[src/sv/chs_pkg.sv]
package chs_pkg;

  localparam int KEY_W     = 31;
  localparam int CFG_W     = 5;
  localparam int STATUS_W  = 3;
  localparam int DIV_CNT_W = $clog2(KEY_W + 1);

  localparam logic [CFG_W-1:0] BUCKET_COUNT_RESET = 5'd10;
  localparam logic [1:0]       ADDR_BUCKET_COUNT  = 2'd0;

  typedef enum logic [1:0] {
    MODE_INSERT = 2'd0,
    MODE_SEARCH = 2'd1,
    MODE_DELETE = 2'd2,
    MODE_CLEAR  = 2'd3
  } mode_t;

  typedef enum logic [STATUS_W-1:0] {
    ST_INSERTED  = 3'd0,
    ST_EXISTS    = 3'd1,
    ST_FOUND     = 3'd2,
    ST_NOT_FOUND = 3'd3,
    ST_DELETED   = 3'd4,
    ST_CLEARED   = 3'd5,
    ST_FULL      = 3'd6
  } status_t;

  typedef enum logic [2:0] {
    S_IDLE,
    S_DIV,
    S_RD,
    S_CMP,
    S_FIN
  } state_t;

  // slot store commands, one beat per cycle
  typedef struct packed {
    logic rd;
    logic wr_key;
    logic kill;
    logic clr_all;
  } slot_req_t;

endpackage

[src/sv/chs_rem.sv]
module chs_rem (
  input  logic                        clk,
  input  logic                        rst_n,
  input  logic                        start,
  input  logic [chs_pkg::KEY_W-1:0]   dividend,
  input  logic [chs_pkg::CFG_W-1:0]   divisor,
  output logic                        done,
  output logic [chs_pkg::CFG_W-1:0]   rem
);

  logic                             busy_r;
  logic [chs_pkg::DIV_CNT_W-1:0]    cnt_r;
  logic [chs_pkg::KEY_W-1:0]        key_sh_r;
  logic [chs_pkg::CFG_W-1:0]        div_r;
  logic [chs_pkg::CFG_W-1:0]        rem_r;
  logic [chs_pkg::CFG_W:0]          partial;
  logic [chs_pkg::CFG_W:0]          diff;
  logic                             ge;

  // restoring remainder, one dividend bit per cycle
  assign partial = {rem_r, key_sh_r[chs_pkg::KEY_W-1]};
  assign ge      = partial >= {1'b0, div_r};
  assign diff    = partial - {1'b0, div_r};

  always_ff @(posedge clk) begin
    if (!rst_n) begin
      busy_r <= 1'b0;
      cnt_r  <= '0;
    end else if (start) begin
      busy_r <= 1'b1;
      cnt_r  <= chs_pkg::DIV_CNT_W'(chs_pkg::KEY_W);
    end else if (busy_r) begin
      cnt_r <= cnt_r - 1'b1;
      if (cnt_r == chs_pkg::DIV_CNT_W'(1)) begin
        busy_r <= 1'b0;
      end
    end
  end

  always_ff @(posedge clk) begin
    if (start) begin
      key_sh_r <= dividend;
      div_r    <= divisor;
      rem_r    <= '0;
    end else if (busy_r) begin
      key_sh_r <= {key_sh_r[chs_pkg::KEY_W-2:0], 1'b0};
      rem_r    <= ge ? diff[chs_pkg::CFG_W-1:0] : partial[chs_pkg::CFG_W-1:0];
    end
  end

  assign done = busy_r && (cnt_r == chs_pkg::DIV_CNT_W'(1));
  assign rem  = rem_r;

endmodule

[src/sv/chs_slots.sv]
module chs_slots #(
  parameter int SLOT_COUNT = 64,
  parameter int SLOT_AW    = 6
) (
  input  logic                       clk,
  input  logic                       rst_n,
  input  chs_pkg::slot_req_t         req,
  input  logic [SLOT_AW-1:0]         addr,
  input  logic [chs_pkg::KEY_W-1:0]  wkey,
  output logic [chs_pkg::KEY_W-1:0]  rd_key,
  output logic                       rd_vld
);

  logic [chs_pkg::KEY_W-1:0] mem [SLOT_COUNT];
  logic [SLOT_COUNT-1:0]     vld_r;
  logic [chs_pkg::KEY_W-1:0] rd_key_r;
  logic                      rd_vld_r;

  always_ff @(posedge clk) begin
    if (req.wr_key) begin
      mem[addr] <= wkey;
    end
    if (req.rd) begin
      rd_key_r <= mem[addr];
      rd_vld_r <= vld_r[addr];
    end
  end

  always_ff @(posedge clk) begin
    if (!rst_n) begin
      vld_r <= '0;
    end else if (req.clr_all) begin
      vld_r <= '0;
    end else if (req.wr_key) begin
      vld_r[addr] <= 1'b1;
    end else if (req.kill) begin
      vld_r[addr] <= 1'b0;
    end
  end

  assign rd_key = rd_key_r;
  assign rd_vld = rd_vld_r;

endmodule

[src/sv/chained_hash_set.sv]
// Set of unique 31-bit keys in a bucketed hash table: bucket = key mod the
// effective bucket count (0 reads as 1, values above MAX_BUCKETS saturate),
// each bucket holding BUCKET_WAYS slots. Modes: insert, search, delete, clear
// all. Every request gives one status beat. A clear goes from accept straight
// to commit; any other request runs the bit-serial remainder unit, then one
// read and one compare per way through the registered key memory port,
// stopping at the first match, then commits. The commit waits while the
// previous status is still unread; the block is ready again in the cycle
// after it, and takes no new request before then. A finished status waits in
// an output register while the next request is taken. Stored keys are not
// rehashed when bucket_count changes.
module chained_hash_set #(
  parameter int MAX_BUCKETS = 16,
  parameter int BUCKET_WAYS = 4
) (
  input  logic                          clk,
  input  logic                          rst_n,
  input  logic                          in_valid,
  output logic                          in_ready,
  input  logic [1:0]                    in_mode,
  input  logic [chs_pkg::KEY_W-1:0]     in_key,
  output logic                          out_valid,
  input  logic                          out_ready,
  output logic [chs_pkg::STATUS_W-1:0]  out_status,
  input  logic                          psel,
  input  logic                          penable,
  input  logic                          pwrite,
  input  logic [1:0]                    paddr,
  input  logic [31:0]                   pwdata,
  output logic [31:0]                   prdata,
  output logic                          pready
);

  localparam int SLOT_COUNT = MAX_BUCKETS * BUCKET_WAYS;
  localparam int SLOT_AW    = (SLOT_COUNT > 1) ? $clog2(SLOT_COUNT) : 1;
  localparam int WAY_W      = (BUCKET_WAYS > 1) ? $clog2(BUCKET_WAYS) : 1;

  chs_pkg::state_t              state_r, state_nxt;
  chs_pkg::mode_t               mode_r;
  logic [chs_pkg::KEY_W-1:0]    key_r;
  logic [chs_pkg::CFG_W-1:0]    bc_r;
  logic [chs_pkg::CFG_W-1:0]    eff;
  logic [WAY_W-1:0]             way_r;
  logic [WAY_W-1:0]             free_way_r;
  logic                         free_found_r;
  logic                         hit_r;
  logic                         out_valid_r;
  chs_pkg::status_t             status_r;
  chs_pkg::status_t             status_c;

  logic                         accept;
  logic                         fin_go;
  logic                         last_way;
  logic                         match;
  logic                         div_start;
  logic                         div_done;
  logic [chs_pkg::CFG_W-1:0]    rem;
  logic [WAY_W-1:0]             way_sel;
  logic [SLOT_AW-1:0]           slot_addr;
  chs_pkg::slot_req_t           slot_req;
  logic [chs_pkg::KEY_W-1:0]    rd_key;
  logic                         rd_vld;

  // config register
  assign pready = 1'b1;
  assign prdata = {{(32 - chs_pkg::CFG_W){1'b0}}, bc_r};

  always_ff @(posedge clk) begin
    if (!rst_n) begin
      bc_r <= chs_pkg::BUCKET_COUNT_RESET;
    end else if (psel && penable && pwrite && pready &&
                 paddr == chs_pkg::ADDR_BUCKET_COUNT) begin
      bc_r <= pwdata[chs_pkg::CFG_W-1:0];
    end
  end

  always_comb begin
    if (bc_r == '0) begin
      eff = chs_pkg::CFG_W'(1);
    end else if (32'(bc_r) > MAX_BUCKETS) begin
      eff = chs_pkg::CFG_W'(MAX_BUCKETS);
    end else begin
      eff = bc_r;
    end
  end

  assign accept   = in_valid && in_ready;
  assign fin_go   = !out_valid_r || out_ready;
  assign last_way = way_r == WAY_W'(BUCKET_WAYS - 1);
  assign match    = rd_vld && (rd_key == key_r);
  assign way_sel  = (state_r == chs_pkg::S_FIN && !hit_r) ? free_way_r : way_r;
  assign slot_addr = SLOT_AW'(SLOT_AW'(rem) * SLOT_AW'(BUCKET_WAYS) + SLOT_AW'(way_sel));

  // started on the accepting edge, so the key comes straight from the port
  chs_rem u_rem (
    .clk      (clk),
    .rst_n    (rst_n),
    .start    (div_start),
    .dividend (in_key),
    .divisor  (eff),
    .done     (div_done),
    .rem      (rem)
  );

  chs_slots #(
    .SLOT_COUNT (SLOT_COUNT),
    .SLOT_AW    (SLOT_AW)
  ) u_slots (
    .clk    (clk),
    .rst_n  (rst_n),
    .req    (slot_req),
    .addr   (slot_addr),
    .wkey   (key_r),
    .rd_key (rd_key),
    .rd_vld (rd_vld)
  );

  // next state
  always_comb begin
    state_nxt = state_r;
    unique case (state_r)
      chs_pkg::S_IDLE: begin
        if (accept) begin
          state_nxt = (chs_pkg::mode_t'(in_mode) == chs_pkg::MODE_CLEAR) ?
                      chs_pkg::S_FIN : chs_pkg::S_DIV;
        end
      end
      chs_pkg::S_DIV: begin
        if (div_done) begin
          state_nxt = chs_pkg::S_RD;
        end
      end
      chs_pkg::S_RD:  state_nxt = chs_pkg::S_CMP;
      chs_pkg::S_CMP: state_nxt = (match || last_way) ? chs_pkg::S_FIN : chs_pkg::S_RD;
      chs_pkg::S_FIN: begin
        if (fin_go) begin
          state_nxt = chs_pkg::S_IDLE;
        end
      end
      default: state_nxt = chs_pkg::S_IDLE;
    endcase
  end

  // outputs
  always_comb begin
    in_ready  = 1'b0;
    div_start = 1'b0;
    slot_req  = '0;
    status_c  = chs_pkg::ST_NOT_FOUND;
    unique case (state_r)
      chs_pkg::S_IDLE: in_ready = 1'b1;
      chs_pkg::S_DIV: begin
      end
      chs_pkg::S_RD:  slot_req.rd = 1'b1;
      chs_pkg::S_CMP: begin
      end
      chs_pkg::S_FIN: begin
        unique case (mode_r)
          chs_pkg::MODE_CLEAR: begin
            status_c = chs_pkg::ST_CLEARED;
            slot_req.clr_all = fin_go;
          end
          chs_pkg::MODE_INSERT: begin
            if (hit_r) begin
              status_c = chs_pkg::ST_EXISTS;
            end else if (free_found_r) begin
              status_c = chs_pkg::ST_INSERTED;
              slot_req.wr_key = fin_go;
            end else begin
              status_c = chs_pkg::ST_FULL;
            end
          end
          chs_pkg::MODE_SEARCH: begin
            status_c = hit_r ? chs_pkg::ST_FOUND : chs_pkg::ST_NOT_FOUND;
          end
          chs_pkg::MODE_DELETE: begin
            status_c = hit_r ? chs_pkg::ST_DELETED : chs_pkg::ST_NOT_FOUND;
            slot_req.kill = fin_go && hit_r;
          end
          default: status_c = chs_pkg::ST_NOT_FOUND;
        endcase
      end
      default: begin
      end
    endcase
    if (state_r == chs_pkg::S_IDLE && accept &&
        chs_pkg::mode_t'(in_mode) != chs_pkg::MODE_CLEAR) begin
      div_start = 1'b1;
    end
  end

  always_ff @(posedge clk) begin
    if (!rst_n) begin
      state_r     <= chs_pkg::S_IDLE;
      out_valid_r <= 1'b0;
    end else begin
      state_r <= state_nxt;
      if (state_r == chs_pkg::S_FIN && fin_go) begin
        out_valid_r <= 1'b1;
      end else if (out_ready) begin
        out_valid_r <= 1'b0;
      end
    end
  end

  always_ff @(posedge clk) begin
    if (accept) begin
      mode_r <= chs_pkg::mode_t'(in_mode);
      key_r  <= in_key;
    end
    if (state_r == chs_pkg::S_DIV) begin
      way_r        <= '0;
      hit_r        <= 1'b0;
      free_found_r <= 1'b0;
    end else if (state_r == chs_pkg::S_CMP) begin
      if (match) begin
        hit_r <= 1'b1;
      end else begin
        if (!rd_vld && !free_found_r) begin
          free_found_r <= 1'b1;
          free_way_r   <= way_r;
        end
        if (!last_way) begin
          way_r <= way_r + 1'b1;
        end
      end
    end
    if (state_r == chs_pkg::S_FIN && fin_go) begin
      status_r <= status_c;
    end
  end

  assign out_valid  = out_valid_r;
  assign out_status = status_r;

`ifndef NO_ASSERTIONS
  a_div_done_in_div: assert property (@(posedge clk) disable iff (!rst_n)
    div_done |-> state_r == chs_pkg::S_DIV)
    else $error("remainder done outside division");

  a_rem_in_range: assert property (@(posedge clk) disable iff (!rst_n)
    (state_r == chs_pkg::S_DIV && div_done) |=> rem < eff)
    else $error("remainder not below bucket count");

  a_write_only_free: assert property (@(posedge clk) disable iff (!rst_n)
    slot_req.wr_key |-> (!hit_r && free_found_r && mode_r == chs_pkg::MODE_INSERT))
    else $error("slot write without free way");

  a_cmp_after_rd: assert property (@(posedge clk) disable iff (!rst_n)
    state_r == chs_pkg::S_CMP |-> $past(state_r) == chs_pkg::S_RD)
    else $error("compare without read");

  a_clear_fast: assert property (@(posedge clk) disable iff (!rst_n)
    (accept && chs_pkg::mode_t'(in_mode) == chs_pkg::MODE_CLEAR) |=>
      state_r == chs_pkg::S_FIN)
    else $error("clear did not go to commit");
`endif

endmodule
[config.mk]
export PLATFORM = sky130hd
export DESIGN_NAME = chained_hash_set
export DESIGN_NICKNAME = d
export VERILOG_FILES = /design/src/sv/chs_pkg.sv /design/src/sv/chs_rem.sv /design/src/sv/chs_slots.sv /design/src/sv/chained_hash_set.sv
export SDC_FILE = /design/constraint.sdc
export NUM_CORES = 2
export LEC_CHECK = 0
export BUFFER_PORTS_ARGS = -buffer_cell sky130_fd_sc_hd__buf_2
export CAP_MARGIN = 20
export CORE_MARGIN = 8
export CORE_UTILIZATION = 45
export DETAILED_ROUTE_END_ITERATION = 10
export SLEW_MARGIN = 0
export SYNTH_ARGS = -nofsm -noshare
export SYNTH_HDL_FRONTEND = slang
export SYNTH_SLANG_ARGS = --single-unit
[constraint.sdc]
create_clock -name clk -period 10.44 [get_ports clk]
set_clock_uncertainty 0.1 [all_clocks]
set_input_delay 1.044 -clock clk [delete_from_list [all_inputs] [get_ports clk]]
set_output_delay 1.044 -clock clk [all_outputs]
set_load 0.01 [all_outputs]
# --- Word level (Yosys, flattened, before mapping) ---
# Memory sizes are Yosys's and may differ from the RTL's. A register that Yosys moved wholly into a read port is not among the register bits.
# Cells that the tools add are included.
totals:
  word_cells: 122
  latch_bits: 0
  out_inout_bits: 38
  memories: 1
  ram_bits: 1984
  input_bits: 74
  romBits: 0
  ff_bits: 163
memory_table:
  columns: ["memory", "depth", "word_bits", "read_ports", "rd_clocked_by_memory_dff", "write_ports", "line", "rtl"]
  rows:
  - ["u_slots.mem", 64, 31, 1, 1, 1, "chs_slots.sv:14", "logic [chs_pkg::KEY_W-1:0] mem [SLOT_COUNT];"]
op_classes:
  muxes: 40
  addsub: 4
  order_cmp: 4
  n_div: 0
  n_mul: 0
  n_shift: 0
  n_eq_ne: 15
  bitwise_logic: 7
  n_reduce_logical: 33
op_table:
  columns: ["operator", "count"]
  rows:
  - ["$mux W64", 2]
  - ["$and A64 B64 Y64", 1]
  - ["$not A64 Y64", 1]
  - ["$or A64 B64 Y64", 1]
  - ["$mux W31", 2]
  - ["$eq A31 B31 Y1", 1]
  - ["$mux W3", 9]
  - ["$mux W5", 4]
  - ["$mux W1", 18]
  - ["$pmux W3 S5", 1]
  - ["$logic_and A1 B1 Y1", 13]
  - ["$pmux W3 S4", 1]
  - ["$reduce_and A3 Y1", 3]
  - ["$eq A2 B2 Y1 const B", 4]
  - ["$ne A2 B2 Y1 const B", 4]
  - ["$lt A6 B7 Y1 const B", 1]
  - ["$add A6 B2 Y6", 1]
  - ["$bmux W1 S6", 1]
  - ["$demux W1 S6", 1]
  - ["$eq A3 B2 Y1 const B", 2]
  - ["$ge A6 B1 Y1 const B", 1]
  - ["$ge A6 B5 Y1", 1]
  - ["$reduce_bool A2 Y1", 3]
  - ["$eq A5 B1 Y1 const B", 1]
  - ["other kinds (17)", 26]

# --- Depth between registers and ports, before layout ---
logic_depth:
  ltp_word: 12
  ltp_mapped: 13
  ltp_nobuf: 10

# --- Hierarchy ---
# From an unflattened synthesis, not the netlist that was laid out.
hier_totals:
  hier_cells: 4913
  hier_area_um2: 83930.5
by_module_without_submodules:
  columns: ["mod", "cells_per_inst", "n_inst", "area_each_um2", "seq_area_each_um2"]
  rows:
  - ["chs_slots", 4543, 1, 79247.3, 61819.3]
  - ["chained_hash_set", 217, 1, 2517.4, 1401.3]
  - ["chs_rem", 153, 1, 2165.8, 1301.2]

# --- Least setup slack after synthesis ---
# No wires, ideal clock.
synth_timing:
  kind: "register -> register"
  startpoint: "reg hit_r"
  endpoint: "mem u_slots.mem[28][0] (netlist name), enable pin"
  synth_period_minus_slack_ns: 3.493
  setup_time_ns: 0.386
  slack_ns: 6.947
  required_ns: 9.954
  n_path_buf: 5
  arrival_ns: 3.008
  stages_incl_launch_ff: 11
  cell_sequence: "dfxtp_1 buf_2 or4b_1 clkbuf_1 buf_6 mux2i_4 nor2_1 buf_2 buf_1 nand2_1 inv_1"
synth_between:
  elab_chain_cells: 5
  elab_cells_between_ends: 9
  classes_between: "1 x add/sub; 6 x mux; 2 x reduce/logical"
synth_lines:
  columns: ["item", "line", "rtl"]
  rows:
  - ["start, declared", "chained_hash_set.sv:46", "logic hit_r;"]
  - ["start signal, assigned", "chained_hash_set.sv:213", "hit_r <= 1'b0;"]
  - ["start signal, assigned", "chained_hash_set.sv:217", "hit_r <= 1'b1;"]
  - ["branches (longest 5 deep; another with $add A6 B2 Y6)", null, null]
  - ["end, declared", "chs_slots.sv:14", null]
# Several ways; the timed one is not identified.

# --- Worst setup path after layout ---
layout_timing:
  startpoint: "reg state_r[2]"
  endpoint: "reg u_slots.rd_key_r (netlist bit u_slots.rd_key[21]) (read register of u_slots.mem), data pin"
layout_between:
  elab_chain_cells: 4
  elab_cells_between_ends: 6
  classes_between: "1 x add/sub; 2 x eq/ne; 2 x mux; 1 x reduce/logical"
layout_lines:
  columns: ["item", "line", "rtl"]
  rows:
  - ["start, declared", "chained_hash_set.sv:38", "chs_pkg::state_t state_r, state_nxt;"]
  - ["start signal, assigned", "chained_hash_set.sv:194", "state_r <= chs_pkg::S_IDLE;"]
  - ["start signal, assigned", "chained_hash_set.sv:197", "state_r <= state_nxt;"]
  - ["$eq A3 B3 Y1", "chained_hash_set.sv:91", "assign way_sel = (state_r == chs_pkg::S_FIN && !hit_r) ? free_way_r : way_r;"]
  - ["$logic_and A1 B1 Y1", "chained_hash_set.sv:91", null]
  - ["$mux W2", "chained_hash_set.sv:91", null]
  - ["$add A6 B2 Y6", "chained_hash_set.sv:92", "assign slot_addr = SLOT_AW'(SLOT_AW'(rem) * SLOT_AW'(BUCKET_WAYS) + SLOT_AW'(way_sel));"]
  - ["end, declared", "chs_slots.sv:16", "logic [chs_pkg::KEY_W-1:0] rd_key_r;"]
# Parallel ways exist; a longest one is shown, timed or not.
# A chain may end at the register's enable or synchronous reset.

==> results by group <==
Finish
  • Layout cells sized above 1: between 10% and 20%
  • Layout net count: 5237
  • Fillers: 15200
  • Layout Area Growth over Synthesis: 12.4%

Global route
  • Gr ovfl total: 0
  • Largest net degree at the start of global routing: between 100 and 150
  • Number of global-route vias before repair: 45400
  • First-pass GRT wire length: around 340000 µm
  • GRT Total Usage: 23.2%
  • Initial antenna violation count: 17

STA
  • Slew Viols, Final: 0
  • Unrepaired setup endpoints after global routing: false
  • Slew HR: between 15 and 20%
  • Post-route setup TNS: 0 ns
  • Max frequency: around 0.18 GHz
  • Final count of hold timing violations: 0
  • Fin crit period: between 5 and 6 ns
  • Hold slack: 0.310 ns
  • Final period util: a little over half
  • Final setup viols: 0
  • Least-Margin Pin Slew: 1.20 ns

Logic synthesis
  • Cell area after synthesis: roughly 84000 µm²
  • Cell taking the most area after synthesis: edfxtp_1
  • Synth warn: 0
  • EDFF count, synth: 2090
  • Syn Area/Cell: around 17 µm²
  • Share of flip-flops with an asynchronous set or reset: 0%
  • Top-area cell type share of the netlist area: approximately 75%
  • Synth Register Bits: approximately 2200
  • Synth Flop Type: edfxtp_1
  • Post-Synthesis Cells: 5000
  • Most frequent cell after synthesis: edfxtp_1
  • Largest cells by area after synthesis: edfxtp_1, mux2i_1, o22ai_1
  • Synth top cells by count: edfxtp_1, mux2i_1, o22ai_1
  • Yosys cell types: about 60
  • Sequential area share after synthesis: 76.8%

Placement
  • DPL Wire Length: about 130000 µm
  • GPL Wtd Cong: a little under 0.9
  • Port Buf Inserts: between 50 and 60

Clock network
  • Root buffer cell: clkbuf_16
  • Total clock buffers created by CTS: ~210
  • Clock Sink Count: approximately 2200
  • Post-cts gate resize count: 0
  • Cts hold-fix bufs: 0
  • TritonCTS clock tree: built
  • Clk Latency, worst-skew pair: around 0.85 ns
  • Clock H-tree levels: 4
  • CTS max path bufs: 3
  • Clk slew on worst S/H paths: approximately 0.060 ns
  • Post-CTS Setup Inserts: 0

Setup path
  • Critical Path Most Common Cell: buf_4
  • Worst path top cell family by delay: buffers and inverters
  • Critical path, cell by cell: or4b_1 > mux2i_4 > buf_4 > buf_4 > buf_4 > o22ai_1 > o21ai_0 > nand4_1 > a221o_1
  • WP data arrival: between 6 and 7 ns
  • Slowest CP cell: or4b_1
  • Crit path kind: reg -> reg
  • Maximum fanout along the worst path: 33
  • Crit path buf inv count: 3
  • CP Data Required Time: between 10 and 15 ns
  • CP Launch Type: flip-flop
  • Worst setup EP type: flip-flop
  • CP peak stage delay: 0.94 ns

Die
  • Die area: ~200000 µm²
  • Die H: roughly 450 µm
  • Effective utilization at floorplan: around 45%
  • Core Area: approximately 190000 µm²
  • Chip width: around 450 µm
  • Rows: 158
  • Io pins: approximately 110

Pwr
  • Leak pwr: 30.0 nW
  • Total power: roughly 0.020 W
  • Pwr Density: ~210 nW/µm²
  • Worst VDD drop: approximately 0.19 mV

Detailed routing
  • Routed Wire Length: approximately 240000 µm
  • # DRC: 0
  • Drt pass-1 iters: 6
  • Vias post-DR: between 40000 and 50000
  • Wire per inst: a little over 30 µm
  • Vias per cell: 6.05
  • Post-route ant nets: 0
  • DRT iter0 DRCs: 6232

Min path
  • Worst hold path class: in -> reg

Outcome
  • Outcome: finished, final reports clean

Run
  • Max-cap violations: 0
layout make-up:
type,count,area (µm²),area share (%)
inverter,83,312,0.330
tap,2480,3100,3.29
sequential,2178,64500,68.4
timing repair buffer,237,1710,1.82
clock inverter,105,1120,1.18
clock buffer,281,5610,5.94
antenna,4,10.0,0.0106
multi-input combinational,2440,18000,19.1
flip-flops by register name, summed over array words and instances, names as in the netlist, 3 cells and up, named ones only:
name	count
u_rem.key_sh_r	31
out_status	3
u_slots.rd_key	31
u_rem.cnt_r	5
key_r	31
bc_r	5
u_slots.mem	1984
state_r	3
u_rem.rem	5
u_rem.div_r	5
power by group:
part           total, W  switching (W)  internal, W  leakage, nW
clock network   0.00744        0.00326      0.00418         3.25
logic           0.00264        0.00177     0.000875         7.18
registers       0.00974      0.0000481      0.00969         19.5
worst paths after layout:
| check | start | endpoint | slack [ns] | depth (start not counted) |
|---|---|---|---|---|
| worst max register to register | state_r[2] | u_slots.rd_key[21] | 4.81 | 9 |
| worst min-delay path | in_key[27] | key_r[27] | 0.31 | 1 |
| worst max-delay path | state_r[2] | u_slots.rd_key[21] | 4.81 | 9 |
| worst min register to register | flip-flop | flip-flop | 0.38 | 2 |
placed cells by master, fill, tap and decap left out, drive strengths merged, types with 10 or more instances in the layout:
cell,count
a211o,10
a221o,11
dfxtp,88
o211ai,30
a222oi,22
nor4,10
nor2,67
a21oi,119
edfxtp,2090
inv,77
nand2b,12
buf,236
o22ai,397
a221oi,41
a211oi,32
o21ai,278
mux2,12
nand2,210
ha,10
a31oi,17
mux2i,818
nor3,21
bufinv,16
nand3,56
conb,28
a22o,25
o22a,10
nand4,28
clkbuf,282
xnor2,11
clkinv,95
o221ai,10
a22oi,70
xor2,26
layer usage:
metal	track usage (%)	share of wire, %	vias up
met4	9.38	4.4	4
met1	32.1	41	24400
li1	-	-	20200
met3	4.96	9.2	431
met5	0	0.0092	-
met2	36.0	46	2209
cell families (layout without fill, tap and decap cells):
kind of cell / after synthesis / in the layout / share of synthesized area, %
muxes: 830 / 830 / 9.93
adders and majority gates: 11 / 11 / 0.173
AOI/OAI and AO/OA: 1087 / 1087 / 8.17
xor gates and xnor gates: 37 / 37 / 0.386
DFF: 2178 / 2178 / 76.8
buffers and inverters: 408 / 706 / 2.07
and+or+nand+nor: 447 / 447 / 2.43
other: 2 / 32 / 0.00894
worst register-to-register path: cells and delay by family (launching register included):
family / cells / cell delay [ns]
simple gates: 2 / 1.51
flops: 1 / 0.48
compound gates: 3 / 1.28
mux: 1 / 0.37
buf+inv: 3 / 1.69
stage by stage:
step / cell area (µm²) / instances / util (%) / setup slack (ns)
floorplan: 84100 / 5026 / - / 6.95
global placement: 87600 / 7413 / 47.2 / 4.85
detailed placement: 87600 / 7417 / 47.3 / 4.81
CTS: 94300 / 7803 / 50.9 / 4.80
global route: 94400 / 7804 / 50.9 / 4.66
finish: 94400 / 7808 / 50.9 / 4.81
Power figures use the tool's default switching activity.
